File: src/hw/rtl/spudec_pkg.sv
`timescale 1ns / 1ps

package spudec_pkg;

	// Fixed field widths of the stream.
	localparam int BYTE_W   = 8;
	localparam int NIB_W    = 4;
	localparam int SAMPLE_W = 16;
	localparam int LOOP_W   = 20;
	localparam int FLAGS_W  = 8;
	localparam int POS_W    = 4;
	localparam int COEF_W   = 8;

	// Block layout.
	localparam logic [POS_W-1:0] POS_HEADER = 4'd0;
	localparam logic [POS_W-1:0] POS_FLAGS  = 4'd1;
	localparam logic [POS_W-1:0] POS_LAST   = 4'd15;

	// Block flag bits.
	localparam int FLAG_END  = 0;
	localparam int FLAG_LOOP = 2;
	localparam logic [FLAGS_W-1:0] FLAGS_END_REPEAT = 8'd3;

	// Samples per block.
	localparam int SAMPLES_PER_BLOCK = 28;

	// Default block limit.
	localparam int MAX_BLOCKS_DEF = 32768;

	// Depth of the queue between the byte parser and the sample engine.
	localparam int QUEUE_DEPTH = 2;
	localparam int QPTR_W      = (QUEUE_DEPTH > 1) ? $clog2(QUEUE_DEPTH) : 1;
	localparam int QCNT_W      = $clog2(QUEUE_DEPTH + 1);

	// Predictor filter codes.
	localparam logic [NIB_W-1:0] FILT_NONE = 4'd0;
	localparam logic [NIB_W-1:0] FILT_ONE  = 4'd1;
	localparam logic [NIB_W-1:0] FILT_TWO  = 4'd2;
	localparam logic [NIB_W-1:0] FILT_THREE = 4'd3;
	localparam logic [NIB_W-1:0] FILT_FOUR = 4'd4;

	// One data byte with everything the sample engine needs to decode it.
	typedef struct packed {
		logic [BYTE_W-1:0] data;
		logic [NIB_W-1:0]  shift;
		logic [NIB_W-1:0]  filter;
		logic              clr_hist;
		logic              blk_end;
		logic              loop_seen;
		logic [LOOP_W-1:0] loop_index;
		logic              tone_end;
		logic              forced_stop;
	} entry_t;

	// Queue status seen by the parser and the sample engine.
	typedef struct packed {
		logic full;
		logic empty;
	} q_status_t;

	// Coefficient for the newest history sample. Unknown filters predict nothing.
	function automatic logic signed [COEF_W-1:0] coef_h1(input logic [NIB_W-1:0] f);
		logic signed [COEF_W-1:0] c;
		case (f)
			FILT_ONE:   c = 8'sd60;
			FILT_TWO:   c = 8'sd115;
			FILT_THREE: c = 8'sd98;
			FILT_FOUR:  c = 8'sd122;
			default:    c = 8'sd0;
		endcase
		return c;
	endfunction

	// Coefficient for the older history sample.
	function automatic logic signed [COEF_W-1:0] coef_h2(input logic [NIB_W-1:0] f);
		logic signed [COEF_W-1:0] c;
		case (f)
			FILT_TWO:   c = -8'sd52;
			FILT_THREE: c = -8'sd55;
			FILT_FOUR:  c = -8'sd60;
			default:    c = 8'sd0;
		endcase
		return c;
	endfunction

endpackage

File: src/hw/rtl/spudec_front.sv
`timescale 1ns / 1ps

module spudec_front #(
	parameter int MAX_BLOCKS = spudec_pkg::MAX_BLOCKS_DEF
) (
	input  logic                          clk,
	input  logic                          arst_n,
	input  logic                          in_valid,
	output logic                          in_ready,
	input  logic [spudec_pkg::BYTE_W-1:0] in_byte,
	input  logic                          in_start,
	input  spudec_pkg::q_status_t         q_stat,
	output logic                          q_push,
	output spudec_pkg::entry_t            q_entry
);
	import spudec_pkg::*;

	localparam int BC_W = (MAX_BLOCKS > 1) ? $clog2(MAX_BLOCKS) : 1;
	localparam logic [BC_W-1:0] BC_MAX = BC_W'(MAX_BLOCKS - 1);

	logic [POS_W-1:0]   pos_q;
	logic [NIB_W-1:0]   shift_q;
	logic [NIB_W-1:0]   filter_q;
	logic [FLAGS_W-1:0] flags_q;
	logic [BC_W-1:0]    bc_q;
	logic               finished_q;
	logic               clr_pend_q;

	logic               accept;
	logic [POS_W-1:0]   pos_eff;
	logic               fin_eff;
	logic               is_data;
	logic [31:0]        bc_ext;
	logic [31:0]        bc_x28;

	assign in_ready = !q_stat.full;
	assign accept   = in_valid && in_ready;

	// A tone start restarts the block parse on this very byte.
	assign pos_eff = in_start ? POS_HEADER : pos_q;
	assign fin_eff = in_start ? 1'b0 : finished_q;
	assign is_data = !fin_eff && (pos_eff != POS_HEADER) && (pos_eff != POS_FLAGS);

	// Block count times 28 as (x << 5) - (x << 2).
	assign bc_ext = 32'(bc_q);
	assign bc_x28 = (bc_ext << 5) - (bc_ext << 2);

	always_comb begin
		q_entry             = '0;
		q_entry.data        = in_byte;
		q_entry.shift       = shift_q;
		q_entry.filter      = filter_q;
		q_entry.clr_hist    = clr_pend_q;
		if (pos_eff == POS_LAST) begin
			q_entry.blk_end = 1'b1;
			if (flags_q[FLAG_LOOP]) begin
				q_entry.loop_seen  = 1'b1;
				q_entry.loop_index = bc_x28[LOOP_W-1:0];
			end else if (flags_q[FLAG_END]) begin
				q_entry.tone_end    = 1'b1;
				q_entry.forced_stop = (flags_q != FLAGS_END_REPEAT);
			end
		end
	end

	assign q_push = accept && is_data;

	always_ff @(posedge clk or negedge arst_n) begin
		if (!arst_n) begin
			pos_q      <= '0;
			shift_q    <= '0;
			filter_q   <= '0;
			flags_q    <= '0;
			bc_q       <= '0;
			finished_q <= 1'b0;
			clr_pend_q <= 1'b0;
		end else if (accept) begin
			if (in_start) begin
				flags_q    <= '0;
				bc_q       <= '0;
				finished_q <= 1'b0;
				clr_pend_q <= 1'b1;
			end
			if (!fin_eff) begin
				pos_q <= pos_eff + 1'b1;
				if (pos_eff == POS_HEADER) begin
					shift_q  <= in_byte[NIB_W-1:0];
					filter_q <= in_byte[BYTE_W-1:NIB_W];
				end else if (pos_eff == POS_FLAGS) begin
					flags_q <= in_byte;
				end else begin
					clr_pend_q <= 1'b0;
					if (pos_eff == POS_LAST) begin
						if (!flags_q[FLAG_LOOP] && flags_q[FLAG_END]) begin
							finished_q <= 1'b1;
						end
						if (bc_q < BC_MAX) begin
							bc_q <= bc_q + 1'b1;
						end
					end
				end
			end
		end
	end

endmodule

File: src/hw/rtl/spudec_fifo.sv
`timescale 1ns / 1ps

module spudec_fifo (
	input  logic                  clk,
	input  logic                  arst_n,
	input  logic                  push,
	input  spudec_pkg::entry_t    wr_entry,
	input  logic                  pop,
	output spudec_pkg::entry_t    rd_entry,
	output spudec_pkg::q_status_t stat
);
	import spudec_pkg::*;

	entry_t              mem_q [QUEUE_DEPTH];
	logic [QPTR_W-1:0]   wr_ptr_q;
	logic [QPTR_W-1:0]   rd_ptr_q;
	logic [QCNT_W-1:0]   cnt_q;

	function automatic logic [QPTR_W-1:0] ptr_next(input logic [QPTR_W-1:0] p);
		return (p == QPTR_W'(QUEUE_DEPTH - 1)) ? '0 : p + 1'b1;
	endfunction

	assign stat.full  = (cnt_q == QCNT_W'(QUEUE_DEPTH));
	assign stat.empty = (cnt_q == '0);
	assign rd_entry   = mem_q[rd_ptr_q];

	always_ff @(posedge clk) begin
		if (push) begin
			mem_q[wr_ptr_q] <= wr_entry;
		end
	end

	always_ff @(posedge clk or negedge arst_n) begin
		if (!arst_n) begin
			wr_ptr_q <= '0;
			rd_ptr_q <= '0;
			cnt_q    <= '0;
		end else begin
			if (push) begin
				wr_ptr_q <= ptr_next(wr_ptr_q);
			end
			if (pop) begin
				rd_ptr_q <= ptr_next(rd_ptr_q);
			end
			if (push && !pop) begin
				cnt_q <= cnt_q + 1'b1;
			end else if (pop && !push) begin
				cnt_q <= cnt_q - 1'b1;
			end
		end
	end

endmodule

File: src/hw/rtl/spudec_back.sv
`timescale 1ns / 1ps

module spudec_back (
	input  logic                            clk,
	input  logic                            arst_n,
	input  spudec_pkg::q_status_t           q_stat,
	input  spudec_pkg::entry_t              q_entry,
	output logic                            q_pop,
	output logic                            out_valid,
	input  logic                            out_ready,
	output logic [spudec_pkg::SAMPLE_W-1:0] out_sample,
	output logic                            out_pair_last,
	output logic                            out_blk_end,
	output logic                            out_loop_seen,
	output logic [spudec_pkg::LOOP_W-1:0]   out_loop_index,
	output logic                            out_tone_end,
	output logic                            out_forced_stop
);
	import spudec_pkg::*;

	localparam int PROD_W = SAMPLE_W + COEF_W;
	localparam int SUM_W  = SAMPLE_W + 4;

	logic                       phase_q;
	logic signed [SAMPLE_W-1:0] h1_q;
	logic signed [SAMPLE_W-1:0] h2_q;
	logic                       valid_q;
	logic [SAMPLE_W-1:0]        sample_q;
	logic                       pair_last_q;
	logic                       blk_end_q;
	logic                       loop_seen_q;
	logic [LOOP_W-1:0]          loop_index_q;
	logic                       tone_end_q;
	logic                       forced_stop_q;

	logic                       fire;
	logic                       clr;
	logic [NIB_W-1:0]           nib;
	logic signed [SAMPLE_W-1:0] raw;
	logic signed [SAMPLE_W-1:0] scaled;
	logic signed [SAMPLE_W-1:0] h1_use;
	logic signed [SAMPLE_W-1:0] h2_use;
	logic signed [PROD_W-1:0]   p1;
	logic signed [PROD_W-1:0]   p2;
	logic signed [SUM_W-1:0]    sum;
	logic signed [SAMPLE_W-1:0] sat;

	assign fire  = !q_stat.empty && (!valid_q || out_ready);
	assign q_pop = fire && phase_q;

	// History restarts at the first data byte of a new tone.
	assign clr    = q_entry.clr_hist && !phase_q;
	assign h1_use = clr ? '0 : h1_q;
	assign h2_use = clr ? '0 : h2_q;

	assign nib    = phase_q ? q_entry.data[BYTE_W-1:NIB_W] : q_entry.data[NIB_W-1:0];
	assign raw    = $signed({nib, {(SAMPLE_W-NIB_W){1'b0}}});
	assign scaled = raw >>> q_entry.shift;

	assign p1  = h1_use * coef_h1(q_entry.filter);
	assign p2  = h2_use * coef_h2(q_entry.filter);
	assign sum = SUM_W'(scaled) + SUM_W'(p1 >>> 6) + SUM_W'(p2 >>> 6);

	always_comb begin
		if (sum > SUM_W'(32767)) begin
			sat = 16'sh7fff;
		end else if (sum < -SUM_W'(32768)) begin
			sat = -16'sh8000;
		end else begin
			sat = sum[SAMPLE_W-1:0];
		end
	end

	always_ff @(posedge clk or negedge arst_n) begin
		if (!arst_n) begin
			phase_q <= 1'b0;
			h1_q    <= '0;
			h2_q    <= '0;
			valid_q <= 1'b0;
		end else begin
			if (fire) begin
				phase_q <= !phase_q;
				h1_q    <= sat;
				h2_q    <= h1_use;
				valid_q <= 1'b1;
			end else if (out_ready) begin
				valid_q <= 1'b0;
			end
		end
	end

	always_ff @(posedge clk) begin
		if (fire) begin
			sample_q      <= sat;
			pair_last_q   <= phase_q;
			blk_end_q     <= phase_q && q_entry.blk_end;
			loop_seen_q   <= phase_q && q_entry.loop_seen;
			loop_index_q  <= phase_q ? q_entry.loop_index : '0;
			tone_end_q    <= phase_q && q_entry.tone_end;
			forced_stop_q <= phase_q && q_entry.forced_stop;
		end
	end

	assign out_valid       = valid_q;
	assign out_sample      = sample_q;
	assign out_pair_last   = pair_last_q;
	assign out_blk_end     = blk_end_q;
	assign out_loop_seen   = loop_seen_q;
	assign out_loop_index  = loop_index_q;
	assign out_tone_end    = tone_end_q;
	assign out_forced_stop = forced_stop_q;

endmodule

File: src/hw/rtl/spu_adpcm_block_decoder.sv
`timescale 1ns / 1ps
// An accepted data byte is written into the queue, and its first sample is then registered in the sample engine.
// A data byte gives two samples through the single shared predictor of the
// sample engine; header, flag and ignored bytes never enter the queue.
// Reset: arst_n clears all control state and the predictor history asynchronously;
// the decoder is ready for a transaction as soon as reset is released.
module spu_adpcm_block_decoder #(
	parameter int MAX_BLOCKS = spudec_pkg::MAX_BLOCKS_DEF
) (
	input  logic        clk,
	input  logic        arst_n,
	// Input stream: one sound-RAM byte per transaction.
	input  logic        s_tvalid,
	output logic        s_tready,
	input  logic [7:0]  s_tdata,   // [7:0] data_byte
	input  logic        s_tuser,   // [0] tone_start
	// Output stream: one decoded sample per transaction.
	output logic        m_tvalid,
	input  logic        m_tready,
	output logic [39:0] m_tdata,   // [15:0] sample, [35:16] loop_index, [39:36] zero
	output logic        m_tlast,   // block_done
	output logic [3:0]  m_tuser    // [0] last_of_pair, [1] loop_start_seen,
	                               // [2] tone_end, [3] forced_stop
);
	import spudec_pkg::*;

	// The parser walks the 16-byte block layout, keeps shift, filter, flags and the
	// block count, and hands each data byte to the queue together with everything
	// the end of the block implies. The sample engine decodes the low nibble and
	// then the high nibble of each queued byte through the two-tap predictor.

	q_status_t           q_stat;
	entry_t              push_entry;
	entry_t              head_entry;
	logic                q_push;
	logic                q_pop;

	logic [SAMPLE_W-1:0] sample;
	logic [LOOP_W-1:0]   loop_index;
	logic                pair_last;
	logic                loop_seen;
	logic                tone_end;
	logic                forced_stop;

	spudec_front #(
		.MAX_BLOCKS (MAX_BLOCKS)
	) u_front (
		.clk      (clk),
		.arst_n   (arst_n),
		.in_valid (s_tvalid),
		.in_ready (s_tready),
		.in_byte  (s_tdata),
		.in_start (s_tuser),
		.q_stat   (q_stat),
		.q_push   (q_push),
		.q_entry  (push_entry)
	);

	spudec_fifo u_fifo (
		.clk      (clk),
		.arst_n   (arst_n),
		.push     (q_push),
		.wr_entry (push_entry),
		.pop      (q_pop),
		.rd_entry (head_entry),
		.stat     (q_stat)
	);

	spudec_back u_back (
		.clk             (clk),
		.arst_n          (arst_n),
		.q_stat          (q_stat),
		.q_entry         (head_entry),
		.q_pop           (q_pop),
		.out_valid       (m_tvalid),
		.out_ready       (m_tready),
		.out_sample      (sample),
		.out_pair_last   (pair_last),
		.out_blk_end     (m_tlast),
		.out_loop_seen   (loop_seen),
		.out_loop_index  (loop_index),
		.out_tone_end    (tone_end),
		.out_forced_stop (forced_stop)
	);

	assign m_tdata = {4'b0000, loop_index, sample};
	assign m_tuser = {forced_stop, tone_end, loop_seen, pair_last};

endmodule
File: config.mk
export PLATFORM = sky130hd
export DESIGN_NAME = spu_adpcm_block_decoder
export DESIGN_NICKNAME = d
export VERILOG_FILES = /design/src/hw/rtl/spudec_pkg.sv /design/src/hw/rtl/spudec_front.sv /design/src/hw/rtl/spudec_fifo.sv /design/src/hw/rtl/spudec_back.sv /design/src/hw/rtl/spu_adpcm_block_decoder.sv
export SDC_FILE = /design/constraint.sdc
export NUM_CORES = 1
export LEC_CHECK = 0
export ABC_AREA = 0
export BUFFER_PORTS_ARGS = -buffer_cell sky130_fd_sc_hd__buf_2
export CAP_MARGIN = 40
export CORE_ASPECT_RATIO = 0.8
export CORE_MARGIN = 2
export CORE_UTILIZATION = 35
export DETAILED_ROUTE_END_ITERATION = 7
export HOLD_SLACK_MARGIN = 0.05
export PLACE_DENSITY = 0.5
export SLEW_MARGIN = 10
export SYNTH_ARGS = -nofsm -noshare
export SYNTH_HDL_FRONTEND = slang
export SYNTH_SLANG_ARGS = --single-unit
File: constraint.sdc
create_clock -name clk -period 13.55 [get_ports clk]
set_input_delay 2.0325 -clock clk [delete_from_list [all_inputs] [get_ports clk]]
set_output_delay 2.0325 -clock clk [all_outputs]
set_load 0.005 [all_outputs]
Yosys cells after proc, flatten, opt, wreduce, memory -nomap -nowiden
Memory sizes are Yosys's and may differ from the RTL's.
Cells that the tools add are included.
Widths: inputs -> output; s select.
{ "op_classes": {"add_sub_neg": 9, "mul": 2, "div_mod_pow": 0, "order_cmp": 3, "n_eq_ne": 9, "n_shift": 1, "muxes": 40, "bitwise_logic": 1, "reduce_logical": 30} }
{ "ops": {"columns": ["op", "count"], "rows": [
  ["$mux 15", 6],
  ["$mux 16", 4],
  ["$mul 16x8->24", 2],
  ["$mux 8", 4],
  ["$pmux 7 s4", 1],
  ["$mux 24", 1],
  ["$pmux 8 s3", 1],
  ["$mux 21", 1],
  ["$add 19x18->20", 1],
  ["$gt 20x16->1 const B", 1],
  ["$lt 20x16->1 const B", 1],
  ["$sub 20x17->20", 1],
  ["$add 16x18->19", 1],
  ["$mux 1", 16],
  ["$sshr 16x4->16", 1],
  ["$add 15x1->15 const B", 1],
  ["$lt 15x15->1 const B", 1],
  ["$logic_and 1x1->1", 14],
  ["$eq 4x1->1 const B", 2],
  ["$eq 4x2->1 const B", 2],
  ["$logic_not 1->1", 8],
  ["$mux 2", 4],
  ["$mux 4", 2],
  ["$ne 8x2->1 const B", 1],
  ["other kinds (16)", 18]
]} }
{ "totals": {"regBits": 116, "latchBits": 0, "mem_bits_rw": 82, "mem_bits_ro": 0, "inputBits": 13, "output_inout_bits": 47, "wordCells": 117, "memories": 1} }
{ "mem_list": {"columns": ["name", "words", "width", "read_ports", "rd_ports_with_merged_regs", "write_ports", "line_no", "rtl"], "rows": [
  ["u_fifo.mem_q", 2, 41, 1, 0, 1, "spudec_fifo.sv:14", "entry_t mem_q [QUEUE_DEPTH];"]
]} }

Depth between registers and ports, before layout
{ "logic_depth": {"depth_word": 9, "depth_mapped": 38, "ltp_nobuf": 33} }

By module
Synthesis repeated with hierarchy kept, for this count alone.
{ "unflattened": {"hier_cells": 1763, "hier_area_um2": 17499.3} }
{ "modules_own_cells": {"columns": ["module", "n_inst", "cells_per_inst", "area_each_um2", "seq_area_each_um2"], "rows": [
  ["spudec_back", 1, 1298, 11408.4, 2082.0],
  ["spudec_fifo", 1, 144, 3348.2, 2562.5],
  ["spudec_front", 1, 312, 2678.8, 925.9],
  ["spu_adpcm_block_decoder", 1, 9, 63.8, 0.0]
]} }

Least setup slack after synthesis
Ideal clock, no wire load.
{ "synth_path": {"path_kind": "register to register", "start": "register u_fifo.rd_ptr_q", "end": "register u_back.sample_q[10], in the netlist u_back.out_sample[10], data pin", "setup_time_ps": 260, "arrival_time_ps": 8487, "required_ps": 13290, "setup_slack_ps": 4803, "path_stages_with_launch": 34, "path_buffers": 4, "period_less_slack_ps": 8747, "cell_sequence": "dfrtp_1 -> buf_2 -> buf_1 -> nor2_1 -> a32o_1 -> and2_1 -> clkbuf_1 -> nor3_1 -> nor2_1 -> fa_1 -> fa_1 -> fa_1 -> inv_1 -> fa_1 -> inv_1 -> ha_1 -> a21o_1 -> a221o_1 -> a21oi_1 -> o21ai_0 -> a311oi_2 -> nor3_2 -> o211a_1 -> nor3_1 -> fa_1 -> ha_1 -> inv_1 -> nor3b_1 -> a221o_1 -> a211oi_1 -> nand4_4 -> and2_4 -> buf_6 -> nand2b_1"} }
{ "synth_via": {"elab_chain_cells": 9, "word_cells_on_any_way": 20, "classes_between": "add/sub (2); mul (2); order compare (2); eq/ne (4); shift (1); mux (7); reduce/logical (1); memory (1)"} }
{ "synth_rtl": {"columns": ["item", "line_no", "rtl"], "rows": [
  ["start, declared", "spudec_fifo.sv:16", "logic [QPTR_W-1:0] rd_ptr_q;"],
  ["start signal, assigned", "spudec_fifo.sv:43", "rd_ptr_q <= ptr_next(rd_ptr_q);"],
  ["$mem_v2 2x41 *", null, null],
  ["$eq 4x3->1, or another cell as far along", "spudec_pkg.sv:64, spudec_pkg.sv:77", null],
  ["$pmux 7 s4 or $mux 16 (tied branches)", "spudec_pkg.sv:64, spudec_back.sv:53", null],
  ["$mul 16x8->24", "spudec_back.sv:60", "assign p1 = h1_use * coef_h1(q_entry.filter);"],
  ["$add 16x18->19", "spudec_back.sv:62", "assign sum = SUM_W'(scaled) + SUM_W'(p1 >>> 6) + SUM_W'(p2 >>> 6);"],
  ["$add 19x18->20 *", "spudec_back.sv:62", null],
  ["$lt 20x16->1", "spudec_back.sv:67", "end else if (sum < -SUM_W'(32768)) begin"],
  ["$mux 16", "spudec_back.sv:67", null],
  ["$mux 16 *", "spudec_back.sv:65", "if (sum > SUM_W'(32767)) begin"],
  ["net u_back.sat[10]", "spudec_back.sv:46", "logic signed [SAMPLE_W-1:0] sat;"],
  ["end signal, assigned", "spudec_back.sv:94", "sample_q <= sat;"],
  ["end, declared", "spudec_back.sv:28", "logic [SAMPLE_W-1:0] sample_q;"]
]} }
The timed path passes the listed nets; every way through them passes the cells marked *.
A chain may end at the register's enable or synchronous reset.

Worst setup path after layout
{ "layout_path": {"start": "register u_fifo.rd_ptr_q", "end": "register u_back.sample_q[4], in the netlist u_back.out_sample[4], data pin"} }
Same word-level chain as after synthesis.

==> report_table.html <==
<table>
<tr><th>Metric</th><th>Value</th></tr>
<tr><th colspan="2">Run status</th></tr>
<tr><td>Result of the run</td><td>completed</td></tr>
<tr><th colspan="2">Logic synthesis</th></tr>
<tr><td>Count of flip-flops with a built-in enable after synthesis</td><td>117</td></tr>
<tr><td>Post-synthesis async set-or-reset flop share</td><td>39.06%</td></tr>
<tr><td>Synth top area share</td><td>20.47%</td></tr>
<tr><td>Share of synthesized area occupied by flip-flops and latches</td><td>31.40%</td></tr>
<tr><td>Post-synthesis instance area</td><td>0.01717 mm2</td></tr>
<tr><td>Number of warnings reported in the yosys synthesis log</td><td>0</td></tr>
<tr><td>Average cell area after synthesis</td><td>9.692 um2</td></tr>
<tr><td>Cells after synthesis</td><td>1771</td></tr>
<tr><td>Top cells by area in the synthesized netlist</td><td>sky130_fd_sc_hd__edfxtp_1 (20%), sky130_fd_sc_hd__fa_1 (18%), sky130_fd_sc_hd__ha_1 (11%)</td></tr>
<tr><td>FF+latch count, synth</td><td>192</td></tr>
<tr><td>Synth unique cells</td><td>78</td></tr>
<tr><td>Most used flip-flop cell after synthesis</td><td>sky130_fd_sc_hd__edfxtp_1</td></tr>
<tr><td>Largest area contributor in the synthesized netlist</td><td>sky130_fd_sc_hd__edfxtp_1</td></tr>
<tr><th colspan="2">Placed design</th></tr>
<tr><td>Count of input and output buffers</td><td>53</td></tr>
<tr><td>Number of instances in the placed design</td><td>2406</td></tr>
<tr><td>Total half-perimeter wirelength after legalization and detailed placement</td><td>36.66 mm</td></tr>
<tr><td>Routability cong.</td><td>0.8482</td></tr>
<tr><th colspan="2">Timing</th></tr>
<tr><td>Final count of hold timing violations</td><td>0</td></tr>
<tr><td>RSZ-0062 raised after global routing</td><td>no</td></tr>
<tr><td>Final worst path period share</td><td>78.80%</td></tr>
<tr><td>Total negative setup slack</td><td>0 ps</td></tr>
<tr><td>Final worst hold slack</td><td>473.4 ps</td></tr>
<tr><td>Final setup vio count</td><td>0</td></tr>
<tr><td>Normalized max-slew margin</td><td>42.87%</td></tr>
<tr><td>Final slew viol count</td><td>0</td></tr>
<tr><td>Fmax</td><td>0.09366 GHz</td></tr>
<tr><td>Largest clock skew in the final design</td><td>20.21 ps</td></tr>
<tr><td>Final min period</td><td>10680 ps</td></tr>
<tr><td>Tightest Pin Transition</td><td>856.9 ps</td></tr>
<tr><th colspan="2">Worst setup path</th></tr>
<tr><td>Slowest library cell on the worst path</td><td>sky130_fd_sc_hd__or2_2</td></tr>
<tr><td>Startpoint class of the critical path</td><td>flop</td></tr>
<tr><td>Worst reg-to-reg path cell count</td><td>31</td></tr>
<tr><td>CP Capture Type</td><td>flop</td></tr>
<tr><td>Endpoint arrival time on the critical path</td><td>10880 ps</td></tr>
<tr><td>CP max FO</td><td>36</td></tr>
<tr><td>Reg2Reg Setup Slack</td><td>2870 ps</td></tr>
<tr><td>Maximum cell stage delay along the critical path</td><td>620 ps</td></tr>
<tr><td>Required time of the worst setup path</td><td>13750 ps</td></tr>
<tr><td>CP dominant cell by count</td><td>sky130_fd_sc_hd__fa_1</td></tr>
<tr><td>Capturing point of the worst reg2reg path</td><td>u_back.out_sample[4]</td></tr>
<tr><td>Start-to-end type of the worst setup path</td><td>reg -&gt; reg</td></tr>
<tr><td>FF-to-FF Start</td><td>u_fifo.rd_ptr_q</td></tr>
<tr><th colspan="2">Global route</th></tr>
<tr><td>Number of antenna violations at the first check in global routing</td><td>1</td></tr>
<tr><td>Wire length of the first global-routing pass</td><td>72.29 mm</td></tr>
<tr><td>GR Overflow Total</td><td>0</td></tr>
<tr><td>Maximum number of pins on one net before global-route repair</td><td>50</td></tr>
<tr><td>Total Routing Usage GR</td><td>18.67%</td></tr>
<tr><td>Vias in the first global route</td><td>12250</td></tr>
<tr><th colspan="2">Clocking</th></tr>
<tr><td>CTS tree</td><td>done</td></tr>
<tr><td>Clock Sink Count</td><td>192</td></tr>
<tr><td>Post_cts resized</td><td>0</td></tr>
<tr><td>Clock Path Buffers</td><td>2</td></tr>
<tr><td>Number of CTS-inserted buffers</td><td>17</td></tr>
<tr><td>Number of buffers inserted by post-CTS setup repair</td><td>0</td></tr>
<tr><td>Clock edge transition at the registers on the reported setup and hold paths</td><td>80 ps</td></tr>
<tr><td>Clock insertion delay at the later pin of the skew report</td><td>470 ps</td></tr>
<tr><td>CTS HTree Levels</td><td>4</td></tr>
<tr><td>Clock root buffer</td><td>sky130_fd_sc_hd__clkbuf_16</td></tr>
<tr><td>Number of hold buffers added after CTS</td><td>0</td></tr>
<tr><th colspan="2">Run</th></tr>
<tr><td>Reported max-cap violation count</td><td>0</td></tr>
<tr><th colspan="2">Detailed routing</th></tr>
<tr><td>First-pass detailed-route iteration total</td><td>7</td></tr>
<tr><td>Routed length per placed instance</td><td>18.72 um</td></tr>
<tr><td>Vias</td><td>12450</td></tr>
<tr><td>Post-route DRC violation count</td><td>0</td></tr>
<tr><td>Vias/cell</td><td>5.106</td></tr>
<tr><td>First-iteration detailed-routing DRC count</td><td>901</td></tr>
<tr><td>Remaining antenna violation count</td><td>0</td></tr>
<tr><td>Total detailed-routing wirelength</td><td>45.63 mm</td></tr>
<tr><th colspan="2">Min path</th></tr>
<tr><td>Number of cells on the worst hold path</td><td>0</td></tr>
<tr><td>Hold Path Sink</td><td>u_fifo.mem_q[1][29]</td></tr>
<tr><td>Type of the tightest min-delay check</td><td>reg -&gt; reg</td></tr>
<tr><td>Worst hold start</td><td>u_front.shift_q[0]</td></tr>
<tr><th colspan="2">Floorplan</th></tr>
<tr><td>Total die area</td><td>0.05084 mm2</td></tr>
<tr><td>Initial core utilization</td><td>35.48%</td></tr>
<tr><td>X dimension of the die</td><td>251.6 um</td></tr>
<tr><td>Core area</td><td>0.04838 mm2</td></tr>
<tr><td>Height of the chip</td><td>202.1 um</td></tr>
<tr><td>Count of boundary I/O pins</td><td>60</td></tr>
<tr><td>Number of placement rows</td><td>72</td></tr>
<tr><th colspan="2">Final layout</th></tr>
<tr><td>Final Net Count</td><td>2118</td></tr>
<tr><td>Count of fill cells added during filler insertion</td><td>4821</td></tr>
<tr><td>Most common cell after layout, fill and taps aside</td><td>sky130_fd_sc_hd__inv_1</td></tr>
<tr><td>Syn-to-layout area delta</td><td>9.061%</td></tr>
<tr><td>Leading cell types in the layout, fill and taps excluded</td><td>sky130_fd_sc_hd__inv_1 (254), sky130_fd_sc_hd__nor2_1 (165), sky130_fd_sc_hd__ha_1 (155)</td></tr>
<tr><td>Share of final-layout standard cells stronger than drive strength 1</td><td>8.015%</td></tr>
<tr><td>Non-Filler Instances</td><td>2438</td></tr>
<tr><td>Count of antenna diodes in the layout</td><td>0</td></tr>
</table>
## Yosys cell counts (4+ instances only)
master and count:
sky130_fd_sc_hd__ha_1 155, sky130_fd_sc_hd__nor2_1 166, sky130_fd_sc_hd__o21ai_1 12, sky130_fd_sc_hd__buf_2 5
sky130_fd_sc_hd__nor2b_1 27, sky130_fd_sc_hd__clkbuf_1 46, sky130_fd_sc_hd__and2_1 5, sky130_fd_sc_hd__a21o_1 16
sky130_fd_sc_hd__a31oi_1 9, sky130_fd_sc_hd__nor4_1 4, sky130_fd_sc_hd__mux2i_1 37, sky130_fd_sc_hd__nand2b_1 26
sky130_fd_sc_hd__a21oi_1 100, sky130_fd_sc_hd__o21a_1 9, sky130_fd_sc_hd__dfrtp_1 75, sky130_fd_sc_hd__o21bai_1 6
sky130_fd_sc_hd__o21ai_0 69, sky130_fd_sc_hd__and3_1 21, sky130_fd_sc_hd__mux2_2 15, sky130_fd_sc_hd__nor3b_1 6
sky130_fd_sc_hd__or3_1 11, sky130_fd_sc_hd__xor2_1 24, sky130_fd_sc_hd__a211oi_1 6, sky130_fd_sc_hd__fa_1 154
sky130_fd_sc_hd__inv_1 255, sky130_fd_sc_hd__xnor2_1 46, sky130_fd_sc_hd__edfxtp_1 117, sky130_fd_sc_hd__nand4_1 7
sky130_fd_sc_hd__buf_4 10, sky130_fd_sc_hd__o22ai_1 4, sky130_fd_sc_hd__nor3_1 25, sky130_fd_sc_hd__nand3_1 82
sky130_fd_sc_hd__a211o_1 4, sky130_fd_sc_hd__buf_1 8, sky130_fd_sc_hd__nand2_1 140, sky130_fd_sc_hd__a22o_1 4
## how the worst max path moves through the flow
stage / slack, ps / startpoint / end / depth (start not counted)
finish: 2870 / u_fifo.rd_ptr_q / u_back.out_sample[4] / 31
global route: 2170 / u_fifo.rd_ptr_q / u_back.h1_q[10] / 31
CTS: 2930 / u_fifo.rd_ptr_q / u_back.h1_q[10] / 31
detailed placement: 2970 / u_fifo.rd_ptr_q / u_back.h1_q[9] / 31
global placement: 3080 / u_fifo.rd_ptr_q / u_back.h1_q[10] / 31
floorplan: 4800 / u_fifo.rd_ptr_q / u_back.out_sample[10] / 33
## cell families (layout without fill, tap and decap cells)
family / count (synthesis) / count (layout) / share of synthesized area [%]
compound gates: 280 / 280 / 9.993
xor+xnor: 70 / 70 / 3.572
fa+ha+maj: 309 / 309 / 29.26
buf+inv: 325 / 358 / 7.406
flops: 192 / 192 / 31.40
mux: 55 / 55 / 3.535
other cells: 1 / 6 / 0.02185
simple gates: 539 / 539 / 14.81
## worst max-delay path: cells and delay by family (launching register included)
family          cells  cell delay, ps
fa+ha+maj           7            3280
compound gates      9            2500
simple gates        9            2350
buf+inv             5            1270
mux                 1             550
flops               1             450
## stage by stage
step,setup slack (ps),cell area [um2],util (%)
final,2873,18720,38.70
after global routing,2172,18720,38.70
after CTS,2931,18720,38.70
after detailed placement,2971,18100,37.42
after global placement,3078,18050,37.31
after floorplan,4803,17180,-
## final cells by class
| type | instances | area, um2 | share of cell area, % |
|---|---|---|---|
| multi-input cells | 1259 | 10550 | 56.34 |
| clock buffers | 18 | 450.4 | 2.406 |
| well taps | 629 | 787.0 | 4.204 |
| inverters | 255 | 957.2 | 5.113 |
| repair buffers | 71 | 417.9 | 2.232 |
| clock inverters | 14 | 168.9 | 0.9023 |
| flip-flops and latches | 192 | 5391 | 28.80 |
## registers in the layout (all words and copies together), names as in the netlist, 4 cells and up
name	count
u_fifo.mem_q	78
u_front.flags_q	8
u_front.bc_q	15
u_back.out_sample	16
u_back.h1_q	16
u_front.filter_q	4
u_front.shift_q	4
u_back.h2_q	16
u_front.pos_q	4
u_back.out_loop_index	18
## per-layer routing
| metal | part of all wire, % | wire length (um) | vias to the layer above | GRT usage [%] |
|---|---|---|---|---|
| li1 | - | - | 5983 | - |
| met4 | 1.7 | 788 | 0 | 4.379 |
| met2 | 41 | 18800 | 292 | 26.10 |
| met3 | 6.5 | 2951 | 39 | 4.366 |
| met5 | 0 | 0 | - | 0 |
| met1 | 51 | 23090 | 6135 | 28.82 |
Power is left out: the tool's default activity adds up to more than one toggle a clock period on the data nets, which glitch-free logic cannot reach.
